===== src/design/atan2_pkg.sv =====
package atan2_pkg;

  localparam int IN_WIDTH   = 16;
  localparam int MAG_W      = IN_WIDTH;
  localparam int REM_W      = MAG_W + 1;
  localparam int Q_W        = 17;
  localparam int T2_W       = 2 * Q_W - 1;
  localparam int P_W        = 36;
  localparam int R_W        = 40;
  localparam int X_W        = 80;
  localparam int POLY_TERMS = 8;
  localparam int COEF_SLOTS = 12;
  localparam int START      = COEF_SLOTS - POLY_TERMS;
  localparam int ANGLE_W    = 16;
  localparam int ANGLE_MAX  = 25736;

  localparam logic signed [R_W-1:0] PI_Q32  = 40'sd13493037705;
  localparam logic signed [R_W-1:0] PIH_Q32 = 40'sd6746518852;

  typedef struct packed {
    logic zero;
    logic swap;
    logic xneg;
    logic yneg;
  } side_t;

  function automatic logic signed [P_W-1:0] coef_at(input int i);
    logic signed [P_W-1:0] c;
    case (i)
      4:       c = 36'sd12463497;
      5:       c = -36'sd69968176;
      6:       c = 36'sd185038432;
      7:       c = -36'sd323878688;
      8:       c = 36'sd457863808;
      9:       c = -36'sd610296768;
      10:      c = 36'sd858717696;
      11:      c = -36'sd1431647616;
      default: c = '0;
    endcase
    return c;
  endfunction

  function automatic logic signed [X_W-1:0] rnd_sh(input logic signed [X_W-1:0] v,
                                                   input int sh);
    logic signed [X_W-1:0] half;
    half = X_W'(1) <<< (sh - 1);
    if (v >= 0) begin
      return (v + half) >>> sh;
    end
    return -((-v + half) >>> sh);
  endfunction

endpackage


===== src/design/atan2_div_cell.sv =====
module atan2_div_cell (
  input  logic                       clk,
  input  logic                       rst,
  input  logic                       en,
  input  logic                       valid_in,
  input  logic [atan2_pkg::REM_W-1:0] rem_in,
  input  logic [atan2_pkg::MAG_W-1:0] mx_in,
  input  logic [atan2_pkg::Q_W-1:0]   q_in,
  input  atan2_pkg::side_t            side_in,
  output logic                       valid_out,
  output logic [atan2_pkg::REM_W-1:0] rem_out,
  output logic [atan2_pkg::MAG_W-1:0] mx_out,
  output logic [atan2_pkg::Q_W-1:0]   q_out,
  output atan2_pkg::side_t            side_out
);
  import atan2_pkg::*;

  logic             d;
  logic [REM_W-1:0] r;

  always_comb begin
    d = rem_in >= {1'b0, mx_in};
    r = d ? rem_in - {1'b0, mx_in} : rem_in;
  end

  always_ff @(posedge clk) begin
    if (rst) begin
      valid_out <= 1'b0;
    end else if (en) begin
      valid_out <= valid_in;
    end
  end

  always_ff @(posedge clk) begin
    if (en) begin
      rem_out  <= {r[REM_W-2:0], 1'b0};
      mx_out   <= mx_in;
      q_out    <= {q_in[Q_W-2:0], d};
      side_out <= side_in;
    end
  end

endmodule


===== config.mk =====
export PLATFORM = sky130hd
export DESIGN_NAME = atan2_div_cell
export DESIGN_NICKNAME = d
export VERILOG_FILES = /design/src/design/atan2_pkg.sv /design/src/design/atan2_div_cell.sv
export SDC_FILE = /design/constraint.sdc
export NUM_CORES = 1
export LEC_CHECK = 0
export BUFFER_PORTS_ARGS = -buffer_cell sky130_fd_sc_hd__buf_2
export CAP_MARGIN = 20
export CORE_MARGIN = 5
export CORE_UTILIZATION = 44
export CTS_CLUSTER_SIZE = 14
export DETAILED_ROUTE_END_ITERATION = 8
export PLACE_DENSITY_LB_ADDON = 0.08
export SKIP_CTS_REPAIR_TIMING = 1
export SLEW_MARGIN = 20
export SYNTH_ARGS = -nofsm -noshare
export SYNTH_HDL_FRONTEND = slang
export SYNTH_SLANG_ARGS = --single-unit

===== constraint.sdc =====
create_clock -name clk -period 2.6 [get_ports clk]
set_input_delay 0.26 -clock clk [delete_from_list [all_inputs] [get_ports clk]]
set_output_delay 0.26 -clock clk [all_outputs]
set_load 0.02 [all_outputs]

Yosys cells after proc, flatten, opt, wreduce, memory -nomap -nowiden --
Cells that the tools add are included.
Operators by class: $add $sub $neg 1, magnitude comparators 1, mux-type cells 1
Operators by type and width (count):
- >= comparator 17 x 16 -> 1 bit | 1
- two-way mux 16 bit | 1
- subtractor 16 bit | 1
Storage, ports and cells: bits in registers 54, bits of input ports 58, output and inout bits 55, word-level logic and storage cells 11

Longest topological paths before layout --
depth in word-level cells 2, mapped depth 12, gate-level depth less buffers 9

Least setup slack after synthesis --
No wires, ideal clock.
path kind in2reg, start point input mx_in[12] in the netlist's numbering, end point register rem_out[11] in the netlist's numbering (data pin), setup time 0.260 ns, data arrival time 2.214 ns, data required time 2.340 ns, slack 0.126 ns, stages on the path 12, path buffers 4, path through inv_1 -> ha_1 -> buf_6 -> and2_4 -> buf_6 -> a221o_1 -> a21boi_4 -> and2_4 -> buf_8 -> inv_4 -> buf_12 -> mux2_4
On the way: longest elaborated chain between the ends 2
RTL lines:
- start, declared | line atan2_div_cell.sv:7 | input logic [atan2_pkg::MAG_W-1:0] mx_in,
- >= comparator 17 x 16 -> 1 bit | line atan2_div_cell.sv:22 | d = rem_in >= {1'b0, mx_in};
- via d | line atan2_div_cell.sv:18 | logic d;
- two-way mux 16 bit | line atan2_div_cell.sv:23 | r = d ? rem_in - {1'b0, mx_in} : rem_in;
- via r[10] | line atan2_div_cell.sv:19 | logic [REM_W-1:0] r;
- end signal, assigned | line atan2_div_cell.sv:36 | rem_out <= {r[REM_W-2:0], 1'b0};
- end, declared | line atan2_div_cell.sv:11 | output logic [atan2_pkg::REM_W-1:0] rem_out,
The timed path passes the listed nets, and every way through them passes these cells. A chain may end at the register's enable or synchronous reset.

Final worst setup path --
start point input rem_in[8] in the netlist's numbering, end point register rem_out[9] in the netlist's numbering (data pin)
On the way: longest elaborated chain between the ends 2, elaborated cells on any way between the ends 3, classes of those cells add/sub: 1; order compare: 1; mux: 1
RTL lines:
- start, declared | line atan2_div_cell.sv:6 | input logic [atan2_pkg::REM_W-1:0] rem_in,
- subtractor 16 bit / >= comparator 17 x 16 -> 1 bit (equally long branches) | line atan2_div_cell.sv:23, atan2_div_cell.sv:22
- two-way mux 16 bit * | line atan2_div_cell.sv:23
- via r[8] | line atan2_div_cell.sv:19
Mark *: on every way through the listed nets, which the timed path passes. The rest lies on a longest branch.

==> summary.txt <==
Logic synthesis
  – Post-synth EDFFs: 53
  – Top-area cell type share of the netlist area: 0.563
  – Net Count, Synth: 286
  – Synth Warn #: 0
  – Netlist cell types: 49
  – Top post-synthesis cells by area: edfxtp_1 (56%), ha_1 (7.1%), mux2_4 (4.2%)
  – Yosys reg bits: 54
  – Leading area contributor after synthesis: edfxtp_1
  – Sequential share of the synthesized area: 0.570
  – Top FF cell, synth: edfxtp_1
  – Avg Synthesized Cell Area: 13.4 um^2
  – Post-Synthesis Cells: 211
  – Post-Synthesis Cell Area: 0.00283 mm^2
  – Async SR Flop Fraction: 0

Hold path
  – Worst hold path class: in -> reg

Die
  – Die span in x: 90.2 um
  – Starting Density: 0.448
  – Placeable core area: 0.00631 mm^2
  – Ports: about 110
  – Chip height: 90.2 um
  – Site row count: 29
  – Die area: 0.00813 mm^2

Routing
  – Vias: 2073
  – WL final: 6070 um
  – Final ANT Viol Nets: 0
  – Initial DRC Count: roughly 70
  – DRC: 0
  – Routed len/inst: 14.8 um
  – Avg Vias per Cell: slightly above 5
  – Pre-Repair DR Iteration Count: 4

GRT
  – GR Util met1: 0.184
  – GRT Resource Usage Total: 0.145
  – Met2 Track Usage GR: 0.241
  – Gr ovfl total: 0
  – Vias in the first global route: 2090
  – GRT Max-Usage Layer: met2
  – First-pass GRT wire length: 9840 um
  – Initial antenna violation count: 0
  – Pin count of the biggest net entering global routing: 39
  – GR Util met3: 0.0434

Final layout
  – Finished Cell Area: 0.00358 mm^2
  – Antenna diode count: 0
  – Layout area overhead: 26.7%
  – Fillers: 570
  – Share of cells above drive strength 1: 0.429
  – Register area: 0.00161 mm^2
  – Footprint of the multi-input gates: around 0.0011 mm^2
  – Commonest non-fill, non-tap cell in the layout: buf_2
  – Nets: 407
  – Most frequent cells in the layout: buf_2 (110), edfxtp_1 (53), inv_1 (19)

Timing
  – TNS Setup: 0 ns
  – Max Fclk: 0.460 GHz
  – Final Cycle Share: 0.836
  – Hold Vio Cnt, Final: 0
  – Hold Slack: 0.100 ns
  – Final Max Slew Viols: 0
  – Clock period minus worst slack: roughly 2.2 ns
  – RSZ-0062 raised after global routing: no
  – Worst Clk Skew: 0 ns
  – Final setup violation count: 0

Setup path
  – CP startpoint kind: input pin
  – Crit path DAT: roughly 2.2 ns
  – Crit path max fanout: 11
  – Worst Setup End Kind: register
  – CP Class: in -> reg
  – Worst EP required: 2.66 ns

Power
  – Leak pwr: 1.67 nW
  – Final Power: 0.00212 W
  – P per Cell Area: 591 mW/mm^2
  – Maximum vdd drop: about 0.28 mV

Clocking
  – Worst-Skew Late Latency: 0.30 ns
  – CTS sink cnt: 54
  – Reg clk slew, reported paths: 0.09 ns
  – Maximum level of the CTS H-tree: 2
  – CTS root buffer: clkbuf_8
  – Number of buffers created by CTS: 5
  – TritonCTS clock tree: yes
  – CTS Buffer Depth: 2

Placed design
  – Port bufs: between 100 and 150
  – Routability cong.: 0.820
  – Dpl hpwl: 4720 um
  – Placed Area: 0.00349 mm^2

Status
  – Outcome: completed

Flow run
  – Maxcap violations: 0
where the power goes:
part	total (W)	switching, W	internal (W)
Clock	0.000468	0.000278	0.000190
Sequential	0.00108	0.0000179	0.00106
Combinational	0.000570	0.000326	0.000244
Total	0.00212	0.000622	0.00149
cells in the mapped netlist (2+ instances only):
| master | instances |
|---|---|
| a211o_1 | 3 |
| a211oi_1 | 3 |
| a21boi_0 | 3 |
| a21o_1 | 5 |
| a21oi_1 | 3 |
| a31oi_1 | 2 |
| and2_4 | 2 |
| and3_1 | 2 |
| and3b_1 | 2 |
| buf_6 | 2 |
| edfxtp_1 | 53 |
| ha_1 | 16 |
| inv_1 | 19 |
| mux2_4 | 8 |
| mux2i_1 | 2 |
| nand2_1 | 5 |
| nand2b_1 | 2 |
| nand3_1 | 7 |
| nand4_1 | 2 |
| nor2_1 | 13 |
| nor3_1 | 3 |
| o211a_1 | 2 |
| o211ai_1 | 2 |
| o21a_1 | 6 |
| o21ai_0 | 9 |
| o31ai_1 | 5 |
| xnor2_1 | 5 |
| xor2_1 | 4 |
area by class of cell:
cell class	instances	area share
Multi-Input combinational cell	131	0.299
Inverter	20	0.0217
Tap cell	77	0.0269
Sequential cell	54	0.450
Timing Repair Buffer	120	0.178
Clock buffer	5	0.0192
Clock inverter	3	0.00559
sequential cells by signal, summed over array words and instances (netlist names):
name / count
q_out: 17
mx_out: 16
valid_out: 1
side_out: 4
rem_out: 16
worst max-delay path, cell delays in order:
cell and delay (ns):
buf_2 0.11, ha_1 0.37, a21oi_2 0.21, o21ai_1 0.14, a221o_1 0.42, a21boi_4 0.16, and2_4 0.17, inv_4 0.09
mux2_4 0.30
path summary, 6_finish.rpt:
path                     startpoint                     end  slack, ns  cells after the start
min                             rst  valid_out$_SDFFE_PP0P_       0.10                      2
max reg2reg  valid_out$_SDFFE_PP0P_  valid_out$_SDFFE_PP0P_       2.01                      2
min reg2reg  valid_out$_SDFFE_PP0P_  valid_out$_SDFFE_PP0P_       0.52                      2
max                       rem_in[8]    rem_out[9]$_DFFE_PP_       0.43                      9
per-layer routing:
| layer | wire [um] | vias up |
|---|---|---|
| met2 | 2860 | 77 |
| met5 | 0 | - |
| met4 | 65 | 0 |
| met1 | 2660 | 955 |
| met3 | 479 | 6 |
| li1 | - | 1035 |
metrics by stage:
stage	util	setup WS, ns	std cells
final	0.567	0.425	410
after CTS	0.567	0.447	410
after global routing	0.567	0.310	410
after detailed placement	0.553	0.115	402
after floorplan	-	0.126	211
after global placement	0.553	0.124	402
kinds of logic (layout without fill, tap and decap cells):
family	after synthesis	in the layout	synth area share
buf+inv	26	148	0.0518
mux	11	11	0.0535
other cells	1	1	0.00133
fa+ha+maj	17	17	0.0779
flops	54	54	0.570
simple gates	41	41	0.0748
xor+xnor	9	9	0.0279
compound gates	52	52	0.143
Power figures use the tool's default switching activity.
